File: src/hdl/iee_pkg.sv
// Shared types, codes and constants of the infix expression evaluator.
package iee_pkg;

  // Default sizing of the evaluator stacks and arithmetic
  localparam int DEF_STACK_DEPTH = 64;
  localparam int DEF_VALUE_BITS  = 32;

  // Width of the result value field
  localparam int RESULT_W = 32;

  // Depth of the token queue between front and back (power of two)
  localparam int Q_DEPTH = 4;

  // ASCII codes that the evaluator recognizes
  localparam logic [7:0] CH_PLUS  = 8'h2B;
  localparam logic [7:0] CH_STAR  = 8'h2A;
  localparam logic [7:0] CH_LPAR  = 8'h28;
  localparam logic [7:0] CH_RPAR  = 8'h29;
  localparam logic [7:0] CH_ZERO  = 8'h30;
  localparam logic [7:0] CH_NINE  = 8'h39;

  // Input word: one character and the last-character flag
  typedef struct packed {
    logic [7:0] char_in;
    logic       end_of_expr;
  } in_word_t;

  // Result status codes
  typedef enum logic [1:0] {
    ST_OK    = 2'd0,
    ST_UNDER = 2'd1,
    ST_OVER  = 2'd2,
    ST_PAREN = 2'd3
  } status_t;

  // Output word: result value and status
  typedef struct packed {
    logic signed [RESULT_W-1:0] value;
    status_t                    status;
  } out_word_t;

  // Operator stack entries
  typedef enum logic [1:0] {
    OP_ADD  = 2'd0,
    OP_MUL  = 2'd1,
    OP_LPAR = 2'd2
  } op_t;

  // Token classes produced by the front end
  typedef enum logic [2:0] {
    TK_NONE  = 3'd0,
    TK_DIGIT = 3'd1,
    TK_ADD   = 3'd2,
    TK_MUL   = 3'd3,
    TK_LPAR  = 3'd4,
    TK_RPAR  = 3'd5
  } tok_kind_t;

  // Classified character as it travels through the queue
  typedef struct packed {
    tok_kind_t  kind;
    logic [3:0] digit;
    logic       last;
  } token_t;

  // Back-end sequencer states
  typedef enum logic [2:0] {
    S_FETCH,
    S_EXEC,
    S_DRAIN,
    S_POP,
    S_RED,
    S_MUL
  } back_state_t;

  // First error wins: a later error never replaces an earlier one
  function automatic status_t first_err(status_t cur, status_t e);
    return (cur == ST_OK) ? e : cur;
  endfunction

endpackage

File: src/hdl/iee_front.sv
// Front end: accepts characters and classifies them into tokens.
module iee_front (
  input  logic             item_valid,
  output logic             item_ready,
  input  iee_pkg::in_word_t item,
  output logic             tok_valid,
  input  logic             tok_ready,
  output iee_pkg::token_t  tok
);
  import iee_pkg::*;

  tok_kind_t kind;
  logic [7:0] ch;
  logic [7:0] ch_off;

  assign ch     = item.char_in;
  assign ch_off = ch - CH_ZERO;

  // Character decoder
  always_comb begin
    if (ch >= CH_ZERO && ch <= CH_NINE) begin
      kind = TK_DIGIT;
    end else begin
      unique case (ch)
        CH_PLUS: kind = TK_ADD;
        CH_STAR: kind = TK_MUL;
        CH_LPAR: kind = TK_LPAR;
        CH_RPAR: kind = TK_RPAR;
        default: kind = TK_NONE;
      endcase
    end
  end

  // Ignored characters are dropped unless they close the expression
  assign tok.kind   = kind;
  assign tok.digit  = ch_off[3:0];
  assign tok.last   = item.end_of_expr;
  assign tok_valid  = item_valid && (kind != TK_NONE || item.end_of_expr);
  assign item_ready = tok_ready;

endmodule

File: src/hdl/iee_queue.sv
// Token queue between the front end and the stack engine.
module iee_queue (
  input  logic            clk,
  input  logic            rst,
  input  logic            push_valid,
  output logic            push_ready,
  input  iee_pkg::token_t push_tok,
  output logic            pop_valid,
  input  logic            pop_ready,
  output iee_pkg::token_t pop_tok
);
  import iee_pkg::*;

  localparam int PW = $clog2(Q_DEPTH);

  token_t        slots [Q_DEPTH];
  logic [PW:0]   wptr;
  logic [PW:0]   rptr;
  logic          full;
  logic          empty;

  assign empty      = (wptr == rptr);
  assign full       = (wptr[PW-1:0] == rptr[PW-1:0]) && (wptr[PW] != rptr[PW]);
  assign push_ready = !full;
  assign pop_valid  = !empty;
  assign pop_tok    = slots[rptr[PW-1:0]];

  // Pointers
  always_ff @(posedge clk) begin
    if (rst) begin
      wptr <= '0;
      rptr <= '0;
    end else begin
      if (push_valid && push_ready) wptr <= wptr + 1'b1;
      if (pop_valid && pop_ready)   rptr <= rptr + 1'b1;
    end
  end

  // Storage
  always_ff @(posedge clk) begin
    if (push_valid && push_ready) slots[wptr[PW-1:0]] <= push_tok;
  end

endmodule

File: src/hdl/iee_back.sv
// Stack engine: operand and operator stacks, reductions and result word.
module iee_back #(
  parameter int STACK_DEPTH = iee_pkg::DEF_STACK_DEPTH,
  parameter int VALUE_BITS  = iee_pkg::DEF_VALUE_BITS
) (
  input  logic               clk,
  input  logic               rst,
  input  logic               tok_valid,
  output logic               tok_ready,
  input  iee_pkg::token_t    tok_in,
  output logic               result_valid,
  input  logic               result_ready,
  output iee_pkg::out_word_t result
);
  import iee_pkg::*;

  localparam int CW = $clog2(STACK_DEPTH + 1);
  localparam int AW = $clog2(STACK_DEPTH);
  localparam int H  = (VALUE_BITS + 1) / 2;
  localparam int PW = 2 * H;
  localparam logic [CW-1:0] FULL = CW'(STACK_DEPTH);
  localparam logic [CW-1:0] ONE  = CW'(1);
  localparam logic [CW-1:0] TWO  = CW'(2);

  // Stack memories; the top of each stack lives in a register
  logic [VALUE_BITS-1:0] opd_mem [STACK_DEPTH];
  op_t                   opr_mem [STACK_DEPTH];

  back_state_t state, state_next;
  back_state_t ret_st, ret_st_next;
  token_t      tok, tok_next;
  logic [CW-1:0] opd_cnt, opd_cnt_next;
  logic [CW-1:0] opr_cnt, opr_cnt_next;
  logic [VALUE_BITS-1:0] opd_top, opd_top_next;
  op_t         opr_top, opr_top_next;
  status_t     err, err_next;
  op_t         red_op, red_op_next;
  logic [VALUE_BITS-1:0] mul_a, mul_a_next;
  logic [VALUE_BITS-1:0] acc, acc_next;
  logic [1:0]  mul_step, mul_step_next;
  logic [VALUE_BITS-1:0] opd_rd_data;
  op_t         opr_rd_data;
  logic        res_valid, res_valid_next;
  out_word_t   res_word, res_word_next;

  logic [CW-1:0] opd_m1, opd_m2, opr_m1, opr_m2;
  logic          opd_we, opr_we;
  logic [H-1:0]  mul_x, mul_y;
  logic [PW-1:0] prod, prod_sh;
  op_t           prec;
  status_t       fin_err;

  assign opd_m1 = opd_cnt - ONE;
  assign opd_m2 = opd_cnt - TWO;
  assign opr_m1 = opr_cnt - ONE;
  assign opr_m2 = opr_cnt - TWO;

  assign result_valid = res_valid;
  assign result       = res_word;

  // Shared multiplier: one half-width partial product per cycle
  always_comb begin
    case (mul_step)
      2'd1:    begin mul_x = H'(mul_a >> H); mul_y = opd_top[H-1:0]; end
      2'd2:    begin mul_x = mul_a[H-1:0];   mul_y = H'(opd_top >> H); end
      default: begin mul_x = mul_a[H-1:0];   mul_y = opd_top[H-1:0]; end
    endcase
  end
  assign prod    = PW'(mul_x) * PW'(mul_y);
  assign prod_sh = prod << H;

  assign prec    = (tok.kind == TK_MUL) ? OP_MUL : OP_ADD;
  assign fin_err = (opd_cnt == '0) ? first_err(err, ST_UNDER) : err;

  // Sequencer: next state and datapath control
  always_comb begin
    state_next     = state;
    ret_st_next    = ret_st;
    tok_next       = tok;
    opd_cnt_next   = opd_cnt;
    opr_cnt_next   = opr_cnt;
    opd_top_next   = opd_top;
    opr_top_next   = opr_top;
    err_next       = err;
    red_op_next    = red_op;
    mul_a_next     = mul_a;
    acc_next       = acc;
    mul_step_next  = mul_step;
    res_valid_next = res_valid && !result_ready;
    res_word_next  = res_word;
    opd_we         = 1'b0;
    opr_we         = 1'b0;
    tok_ready      = 1'b0;

    unique case (state)
      S_FETCH: begin
        tok_ready = 1'b1;
        if (tok_valid) begin
          tok_next   = tok_in;
          state_next = S_EXEC;
        end
      end

      S_EXEC: begin
        // by default the token finishes this cycle
        state_next = tok.last ? S_DRAIN : S_FETCH;
        unique case (tok.kind) inside
          TK_DIGIT: begin
            if (opd_cnt >= FULL) begin
              err_next = first_err(err, ST_OVER);
            end else begin
              opd_we       = (opd_cnt != '0);
              opd_top_next = VALUE_BITS'(tok.digit);
              opd_cnt_next = opd_cnt + ONE;
            end
          end
          TK_ADD, TK_MUL, TK_LPAR: begin
            if (tok.kind != TK_LPAR && opr_cnt != '0 && opr_top != OP_LPAR &&
                opr_top >= prec) begin
              red_op_next  = opr_top;
              opr_cnt_next = opr_m1;
              ret_st_next  = S_EXEC;
              state_next   = S_RED;
            end else if (opr_cnt >= FULL) begin
              err_next = first_err(err, ST_OVER);
            end else begin
              opr_we       = (opr_cnt != '0);
              opr_top_next = (tok.kind == TK_LPAR) ? OP_LPAR : prec;
              opr_cnt_next = opr_cnt + ONE;
            end
          end
          TK_RPAR: begin
            if (opr_cnt != '0 && opr_top != OP_LPAR) begin
              red_op_next  = opr_top;
              opr_cnt_next = opr_m1;
              ret_st_next  = S_EXEC;
              state_next   = S_RED;
            end else if (opr_cnt != '0) begin
              // drop the matching open paren, reload the new top
              opr_cnt_next = opr_m1;
              ret_st_next  = tok.last ? S_DRAIN : S_FETCH;
              state_next   = S_POP;
            end else begin
              err_next = first_err(err, ST_PAREN);
            end
          end
          default: ;
        endcase
      end

      S_DRAIN: begin
        if (opr_cnt != '0) begin
          if (opr_top == OP_LPAR) begin
            opr_cnt_next = opr_m1;
            err_next     = first_err(err, ST_PAREN);
            ret_st_next  = S_DRAIN;
            state_next   = S_POP;
          end else begin
            red_op_next  = opr_top;
            opr_cnt_next = opr_m1;
            ret_st_next  = S_DRAIN;
            state_next   = S_RED;
          end
        end else if (!res_valid || result_ready) begin
          // emit the result and clear the expression state
          res_valid_next       = 1'b1;
          res_word_next.status = fin_err;
          res_word_next.value  = (fin_err == ST_OK) ? RESULT_W'(opd_top) : '0;
          opd_cnt_next         = '0;
          opr_cnt_next         = '0;
          err_next             = ST_OK;
          state_next           = S_FETCH;
        end
      end

      S_POP: begin
        opr_top_next = opr_rd_data;
        state_next   = ret_st;
      end

      S_RED: begin
        opr_top_next = opr_rd_data;
        if (opd_cnt < TWO) begin
          err_next   = first_err(err, ST_UNDER);
          state_next = ret_st;
        end else if (red_op == OP_MUL) begin
          mul_a_next    = opd_rd_data;
          mul_step_next = 2'd0;
          state_next    = S_MUL;
        end else begin
          opd_top_next = opd_rd_data + opd_top;
          opd_cnt_next = opd_m1;
          state_next   = ret_st;
        end
      end

      S_MUL: begin
        case (mul_step)
          2'd0: begin
            acc_next      = prod[VALUE_BITS-1:0];
            mul_step_next = 2'd1;
          end
          2'd1: begin
            acc_next      = acc + prod_sh[VALUE_BITS-1:0];
            mul_step_next = 2'd2;
          end
          default: begin
            opd_top_next  = acc + prod_sh[VALUE_BITS-1:0];
            opd_cnt_next  = opd_m1;
            mul_step_next = 2'd0;
            state_next    = ret_st;
          end
        endcase
      end

      default: state_next = S_FETCH;
    endcase
  end

  // Control registers
  always_ff @(posedge clk) begin
    if (rst) begin
      state     <= S_FETCH;
      ret_st    <= S_FETCH;
      opd_cnt   <= '0;
      opr_cnt   <= '0;
      err       <= ST_OK;
      res_valid <= 1'b0;
      mul_step  <= 2'd0;
    end else begin
      state     <= state_next;
      ret_st    <= ret_st_next;
      opd_cnt   <= opd_cnt_next;
      opr_cnt   <= opr_cnt_next;
      err       <= err_next;
      res_valid <= res_valid_next;
      mul_step  <= mul_step_next;
    end
  end

  // Payload registers
  always_ff @(posedge clk) begin
    tok      <= tok_next;
    opd_top  <= opd_top_next;
    opr_top  <= opr_top_next;
    red_op   <= red_op_next;
    mul_a    <= mul_a_next;
    acc      <= acc_next;
    res_word <= res_word_next;
  end

  // Stack memories: spill the old top on push, read the entry below the top
  always_ff @(posedge clk) begin
    if (opd_we) opd_mem[opd_m1[AW-1:0]] <= opd_top;
    if (opr_we) opr_mem[opr_m1[AW-1:0]] <= opr_top;
    opd_rd_data <= opd_mem[opd_m2[AW-1:0]];
    opr_rd_data <= opr_mem[opr_m2[AW-1:0]];
  end

endmodule

File: src/hdl/infix_expression_evaluator.sv
// Infix expression evaluator top level: front end, token queue and stack engine.
//
// Takes an infix expression one ASCII word at a time ('0'..'9', '+', '*', '(' and
// ')'; anything else ignored) and gives one result word after the word flagged as
// the last one. The front end accepts a word whenever the four-entry token queue
// has room, so input keeps flowing while the stack engine works or a result waits.
// The stack engine fetches and then executes each token; a '+' reduction adds in
// S_RED, a '*' reduction reads the operand in S_RED and then forms three half-width
// partial products on one shared multiplier in S_MUL, a '(' closed by ')' is popped
// in S_POP, a '(' still open at the end is popped in S_POP and flagged as a paren
// error, and the drain state writes the result register. Each operator is reduced once.
module infix_expression_evaluator #(
  parameter int STACK_DEPTH = iee_pkg::DEF_STACK_DEPTH,
  parameter int VALUE_BITS  = iee_pkg::DEF_VALUE_BITS
) (
  input  logic               clk,
  input  logic               rst,
  input  logic               item_valid,
  output logic               item_ready,
  input  iee_pkg::in_word_t  item,
  output logic               result_valid,
  input  logic               result_ready,
  output iee_pkg::out_word_t result
);
  import iee_pkg::*;

  logic   f_valid, f_ready;
  token_t f_tok;
  logic   b_valid, b_ready;
  token_t b_tok;

  // Character classification
  iee_front u_front (
    .item_valid (item_valid),
    .item_ready (item_ready),
    .item       (item),
    .tok_valid  (f_valid),
    .tok_ready  (f_ready),
    .tok        (f_tok)
  );

  // Decoupling queue
  iee_queue u_queue (
    .clk        (clk),
    .rst        (rst),
    .push_valid (f_valid),
    .push_ready (f_ready),
    .push_tok   (f_tok),
    .pop_valid  (b_valid),
    .pop_ready  (b_ready),
    .pop_tok    (b_tok)
  );

  // Stack engine
  iee_back #(
    .STACK_DEPTH (STACK_DEPTH),
    .VALUE_BITS  (VALUE_BITS)
  ) u_back (
    .clk          (clk),
    .rst          (rst),
    .tok_valid    (b_valid),
    .tok_ready    (b_ready),
    .tok_in       (b_tok),
    .result_valid (result_valid),
    .result_ready (result_ready),
    .result       (result)
  );

endmodule
File: config.mk
export PLATFORM = sky130hd
export DESIGN_NAME = infix_expression_evaluator
export DESIGN_NICKNAME = d
export VERILOG_FILES = /design/src/hdl/iee_pkg.sv /design/src/hdl/iee_front.sv /design/src/hdl/iee_queue.sv /design/src/hdl/iee_back.sv /design/src/hdl/infix_expression_evaluator.sv
export SDC_FILE = /design/constraint.sdc
export NUM_CORES = 2
export LEC_CHECK = 0
export BUFFER_PORTS_ARGS = -buffer_cell sky130_fd_sc_hd__buf_2
export CAP_MARGIN = 20
export CORE_MARGIN = 5
export CORE_UTILIZATION = 57
export CTS_BUF_LIST = sky130_fd_sc_hd__clkbuf_8
export DETAILED_ROUTE_END_ITERATION = 16
export PLACE_DENSITY = 0.69
export SLEW_MARGIN = 40
export SYNTH_ARGS = -nofsm -noshare
export SYNTH_HDL_FRONTEND = slang
export SYNTH_SLANG_ARGS = --single-unit
File: constraint.sdc
create_clock -name clk -period 10.4 [get_ports clk]
set_input_delay 3.12 -clock clk [delete_from_list [all_inputs] [get_ports clk]]
set_output_delay 3.12 -clock clk [all_outputs]
set_load 0.01 [all_outputs]
* Word level (Yosys, flattened, before mapping)
Memory sizes are Yosys's and may differ from the RTL's. A register that Yosys moved wholly into a read port is not among the register bits.
Index checks and enable logic that the tools add are counted.
** Word-level totals
- Output and inout bits :: 36
- RAM bits :: 2208
- Register bits :: 165
- Memories :: 3
- Word-level logic and storage cells :: 231
** Memory list
- u_back.opd_mem :: depth 64, bits a word 32, rd ports 1, clocked after memory_dff 1, wr ports 1, line iee_back.sv:26 : logic [VALUE_BITS-1:0] opd_mem [STACK_DEPTH];
- u_back.opr_mem :: depth 64, bits a word 2, rd ports 1, clocked after memory_dff 1, wr ports 1, line iee_back.sv:27 : op_t opr_mem [STACK_DEPTH];
- u_queue.slots :: depth 4, bits a word 8, rd ports 1, clocked after memory_dff 1, wr ports 1, line iee_queue.sv:16 : token_t slots [Q_DEPTH];
** Cells by class
- Multipliers :: 1
- Reduce and logical (&&, ||, !) cells :: 47
- Multiplexer cells :: 93
- Add/subtract/negate cells :: 11
- Eq/ne operators :: 51
- Bitwise logic cells :: 3
- Magnitude comparators :: 6
** Operators by type and width (count)
- 2-to-1 mux 32 bit :: 5
- case mux 32 bit (3 select lines) :: 1
- 2-to-1 mux 7 bit :: 12
- adder 32 bit :: 2
- case mux 32 bit (2 select lines) :: 1
- 2-to-1 mux 2 bit :: 24
- 2-to-1 mux 3 bit :: 15
- == test 8 x 6 -> 1 bit (second input constant) :: 4
- multiplier 16 x 16 -> 32 bit :: 1
- 2-to-1 mux 16 bit :: 2
- case mux 7 bit (2 select lines) :: 2
- case mux 7 bit (4 select lines) :: 1
- inequality test 2 bit (second input constant) :: 11
- inequality test 3 bit (second input constant) :: 7
- case mux 2 bit (2 select lines) :: 5
- 2-to-1 mux 1 bit :: 18
- case mux 3 bit (2 select lines) :: 3
- case mux 3 bit (6 select lines) :: 1
- adder 7 x 1 -> 7 bit (second input constant) :: 2
- greater-or-equal comparator 7 bit (second input constant) :: 2
- nonzero test 7 bit :: 2
- subtractor 7 x 1 -> 7 bit (second input constant) :: 2
- == test 3 x 2 -> 1 bit (second input constant) :: 4
- == test 3 bit (second input constant) :: 4
- other kinds (39) :: 81

* Depth between registers and ports, before layout
- Depth after elaboration :: 9
- Depth in mapped cells :: 32
- Gate-level depth less buffers :: 29

* Cells and area by module
Synthesis repeated with hierarchy kept, for this count alone.
** Unflattened totals
- Cells, all modules :: 5449
- Area total of the unflattened synthesis :: 103750.8 um^2
** Modules (own cells, without submodules)
- iee_back :: seq. area each 70767.9 um^2, cells each 5317, area an instance 101885.2 um^2, instances 1
- iee_queue :: seq. area each 1121.1 um^2, cells each 112, area an instance 1720.4 um^2, instances 1
- iee_front :: seq. area each 0.0 um^2, cells each 20, area an instance 145.1 um^2, instances 1

* Worst setup path before layout
No wires, ideal clock.
- Path type :: register to register
- Start point :: register u_back.mul_step[0]
- End point :: register u_back.opd_top[30], data pin
- Path buffers :: 2
- Required time :: 10.119 ns
- Cell stages (with the launch flop) :: 28
- Slack :: 2.815 ns
- Arrival :: 7.305 ns
- Cell sequence :: dfxtp_1 -> nand2b_1 -> clkbuf_1 -> clkbuf_1 -> mux2i_1 -> nor2_1 -> fa_1 -> inv_1 -> fa_1 -> fa_1 -> fa_1 -> inv_1 -> fa_1 -> inv_1 -> fa_1 -> inv_1 -> ha_1 -> o21ai_0 -> or3_1 -> a21oi_1 -> o21ai_0 -> nand2b_1 -> xor2_1 -> ha_1 -> a21o_1 -> a31oi_1 -> mux2i_1 -> o311ai_0
** Between the ends
- Longest elaborated chain between the ends :: 6
** Ends and longest elaborated chain
- start: declaration :: line iee_back.sv:40 : logic [1:0] mul_step, mul_step_next;
- start signal: assignment :: line iee_back.sv:237 : mul_step <= mul_step_next;
- == test 2 x 1 -> 1 bit or == test 2 bit (tied branches) :: line iee_back.sv:63 : case (mul_step)
- 2-to-1 mux 16 bit :: line iee_back.sv:63
- multiplier 16 x 16 -> 32 bit (*) :: line iee_back.sv:69 : assign prod = PW'(mul_x) * PW'(mul_y);
- adder 32 bit (*) :: line iee_back.sv:208 : opd_top_next = acc + prod_sh[VALUE_BITS-1:0];
- 2-to-1 mux 32 bit (*) :: line iee_back.sv:198 : case (mul_step)
- case mux 32 bit (3 select lines) (*) :: line iee_back.sv:95 : unique case (state)
- named net u_back.opd_top_next[30] :: line iee_back.sv:34 : logic [VALUE_BITS-1:0] opd_top, opd_top_next;
- end signal: assignment :: line iee_back.sv:244 : opd_top <= opd_top_next;
- end: declaration :: line iee_back.sv:34
The timed path passes the listed nets; every way through them passes the cells marked *. The select of a mux whose other input is x is not followed.
A chain may end at the register's enable or synchronous reset.

* Worst setup path in the final report
Same ends and word-level chain as after synthesis.

==> impl_metrics.json <==
{
  "outcome": "completed",
  "period_share_pct": 82.40,
  "critPathLaunchType": "flip-flop",
  "path_clk_slew_ns": 0.07,
  "yosysTopAreaCellShare_pct": 68.05,
  "crit_type": "flip-flop to flip-flop",
  "drt_pre_antenna_iters": 5,
  "dp_hpwl_mm": 158.8,
  "hold_buffers": 0,
  "cts_sinks": 2414,
  "cp_max_fo": 22,
  "vias_per_cell": 6.399,
  "ff2ff_setup_slack_ns": 1.83,
  "first_global_vias": 55190,
  "antenna_left": 0,
  "track_usage_pct": 28.47,
  "grtUsageMet1_pct": 41.02,
  "numCtsBuffers": 393,
  "port_buffers": 48,
  "synth.avg_cell_area_um2": 19.08,
  "die_area_um2": 190600,
  "cts_tree": "yes",
  "cts_buffer_depth": 4,
  "vias": 54320,
  "max_slew.worst_pin.slew_ns": 0.9595,
  "rows": 156,
  "grtUsageMet3_pct": 5.826,
  "cts_setup_buffers": 0,
  "ys_ff_latch": 2414,
  "setup_tns_ns": 0,
  "crit_path_end": "u_back.opd_top[30]",
  "final_area_um2": 115200,
  "place_congestion": 0.9399,
  "grt_pass1_wl_mm": 388.7,
  "syn_inst": 5434,
  "routed_wirelength_mm": 268.4,
  "grt-ovfl-total": 0,
  "fin_worst_skew_ns": 0.05768,
  "maxSlewViolCount": 0,
  "drc": 0,
  "r2r_cells": 26,
  "placed_area_um2": 108000,
  "r2r_end": "u_back.opd_top[30]",
  "drt_iter0_drc": 6556,
  "netlist_top_cells_count": "edfxtp_1, mux4_2, nor2_1",
  "clk_latency_ns": 1.06,
  "core-area_um2": 180900,
  "regArea_um2": 71860,
  "layout_min_cycle_time_ns": 8.569,
  "wl_per_cell_um": 31.62,
  "top_level_ports": 49,
  "post_cts_resize_count": 0,
  "grt_setup_unrepaired": "false",
  "yosysMostFrequentCell": "edfxtp_1",
  "yosys.area.top_type": "edfxtp_1",
  "synthDistinctLibCells": 74,
  "endpoint_kind": "flip-flop",
  "yosys_warnings": 0,
  "critPathRequiredTime_ns": 11.17,
  "crit_arrival_ns": 9.33,
  "yosysSeqAreaShare_pct": 69.28,
  "syn_nets": 5811,
  "maxSlewHeadroom_pct": 35.91,
  "antenna_found_initial": 21,
  "r2r_start": "u_back.mul_step[0]",
  "root_buffer": "clkbuf_8",
  "die_x_um": 436.5,
  "htree_levels": 5,
  "synth.area.top_cells": "edfxtp_1, mux4_2, fa_1",
  "setup_violations": 0,
  "hold_viol": 0,
  "finalNonFillerCells": 8489,
  "die_h_um": 436.5,
  "synth_async_sr_flop_share_pct": 0,
  "grt.busiest_layer": "met2",
  "synth_edf_count": 2350,
  "synth_flop_cell": "edfxtp_1",
  "area_growth_syn_to_layout_pct": 11.09,
  "max_freq_ghz": 0.1167,
  "dp.cells": 7790,
  "start_util_pct": 57.32,
  "fin_nets": 6199,
  "grt_max_degree": 88,
  "drive_gt1_share_pct": 25.41,
  "hold_class": "flip-flop to flip-flop",
  "synth_area_um2": 103700,
  "startpoint": "u_back.mul_step[0]",
  "met2_usage_pct": 43.83,
  "multi_input_area_um2": 30500,
  "n_fill_cell": 12340,
  "drv_cap": 0
}
## worst max-delay path: stages (launching register included)
cell and delay [ns]:
dfxtp_1 0.41, nand2b_1 0.37, buf_4 0.43, mux2i_2 0.71, nor2_1 0.13, fa_1 0.51, inv_1 0.05, fa_1 0.46
fa_1 0.49, fa_1 0.56, inv_1 0.05, fa_1 0.48, inv_1 0.05, fa_1 0.47, inv_1 0.04, ha_1 0.36
o21ai_0 0.10, or3_1 0.35, a21oi_1 0.26, o21ai_0 0.14, nand2b_1 0.11, xor2_1 0.46, ha_1 0.38, a21o_1 0.17
a31oi_1 0.28, mux2i_1 0.25, o311ai_0 0.17
## worst min-delay path by stage
stage / startpoint / endpoint / cells past startpoint
2_1_floorplan: u_back.opd_rd_data[0] / u_back.mul_a[0] / 0
3_3_place_gp: u_back.opd_rd_data[0] / u_back.mul_a[0] / 0
3_5_place_dp: u_back.opd_rd_data[0] / u_back.mul_a[0] / 0
4_1_cts: u_back.opd_rd_data[31] / u_back.mul_a[31] / 0
5_1_grt: u_back.opd_rd_data[0] / u_back.mul_a[0] / 0
6_report: u_back.opd_rd_data[0] / u_back.mul_a[0] / 0
## placed cells by master (no fill, tap or decap), types with 8 or more instances in the layout
cell type  count
inv_1        381
or2_2          8
fa_1         196
and2_1        66
mux2i_2        9
clkbuf_8     414
a211oi_1      24
nor2b_1       24
edfxtp_1    2350
mux2_2        16
nand2b_1      22
nor2_1       286
buf_6         26
o21a_1        16
buf_4        149
o21bai_1       8
o21ai_0       66
mux4_2       708
nand2_1      316
clkinv_1      95
ha_1         167
a21oi_1      113
a21o_1        27
mux2i_1       38
nand3_1       28
buf_2         48
or3_1          9
and3_1        12
xor2_1        41
o31ai_1       12
clkinv_2      41
xnor2_1       40
a31oi_1       22
nand4_1       10
diode_2       11
dfxtp_1       58
nor2_4        64
nor3_1        35
## routing by layer
layer,wire length (um),vias up
li1,-,22430
met1,106500,28560
met2,125600,2849
met3,25230,481
met4,10920,10
met5,64,-
## metrics by stage
step	hold WS (ns)	util, %	setup WS (ns)
floorplan	0.4148	-	2.815
global placement	0.4348	59.58	1.927
detailed placement	0.4367	59.70	1.986
CTS	0.4469	63.56	1.951
global route	0.4677	63.66	1.533
finish	0.4510	63.67	1.831
## logic make-up after synthesis
family,after synthesis,share of synthesized area [%]
AO/OA/AOI/OAI,375,2.364
buffers and inverters,508,1.959
multiplexers,771,16.00
flip-flops,2414,69.28
adder cells (fa/ha/maj),364,5.810
XOR/XNOR,85,0.7179
AND/OR/NAND/NOR,917,3.864
## registers in the layout, indices dropped and copies added, names as in the netlist
| register | flops |
|---|---|
| u_back.mul_a | 32 |
| u_back.result | 34 |
| u_back.opd_top | 32 |
| u_back.mul_step | 2 |
| u_back.acc | 32 |
| u_back.opr_cnt | 7 |
| u_back.red_op | 2 |
| u_back.opd_rd_data | 32 |
| u_back.tok | 8 |
| u_back.opd_cnt | 7 |
| u_back.opr_rd_data | 2 |
| u_queue.wptr | 3 |
| u_back.result_valid | 1 |
| u_back.opr_top | 2 |
| u_back.opd_mem | 2048 |
| u_back.opr_mem | 128 |
| u_back.state | 3 |
| u_queue.slots | 32 |
| u_back.err | 2 |
| u_queue.rptr | 3 |
| u_back.ret_st | 2 |
## area by class of cell
| class | instances | area share, % |
|---|---|---|
| Multi-Input combinational cell | 2512 | 26.48 |
| Tap cell | 2370 | 2.574 |
| Sequential cell | 2414 | 62.38 |
| Antenna cell | 11 | 0.02389 |
| Inverter | 269 | 0.8765 |
| Timing Repair Buffer | 232 | 1.603 |
| Clock inverter | 267 | 1.121 |
| Clock buffer | 414 | 4.946 |
Power is left out: the tool's default activity adds up to more than one toggle a clock period on the data nets, which glitch-free logic cannot reach.
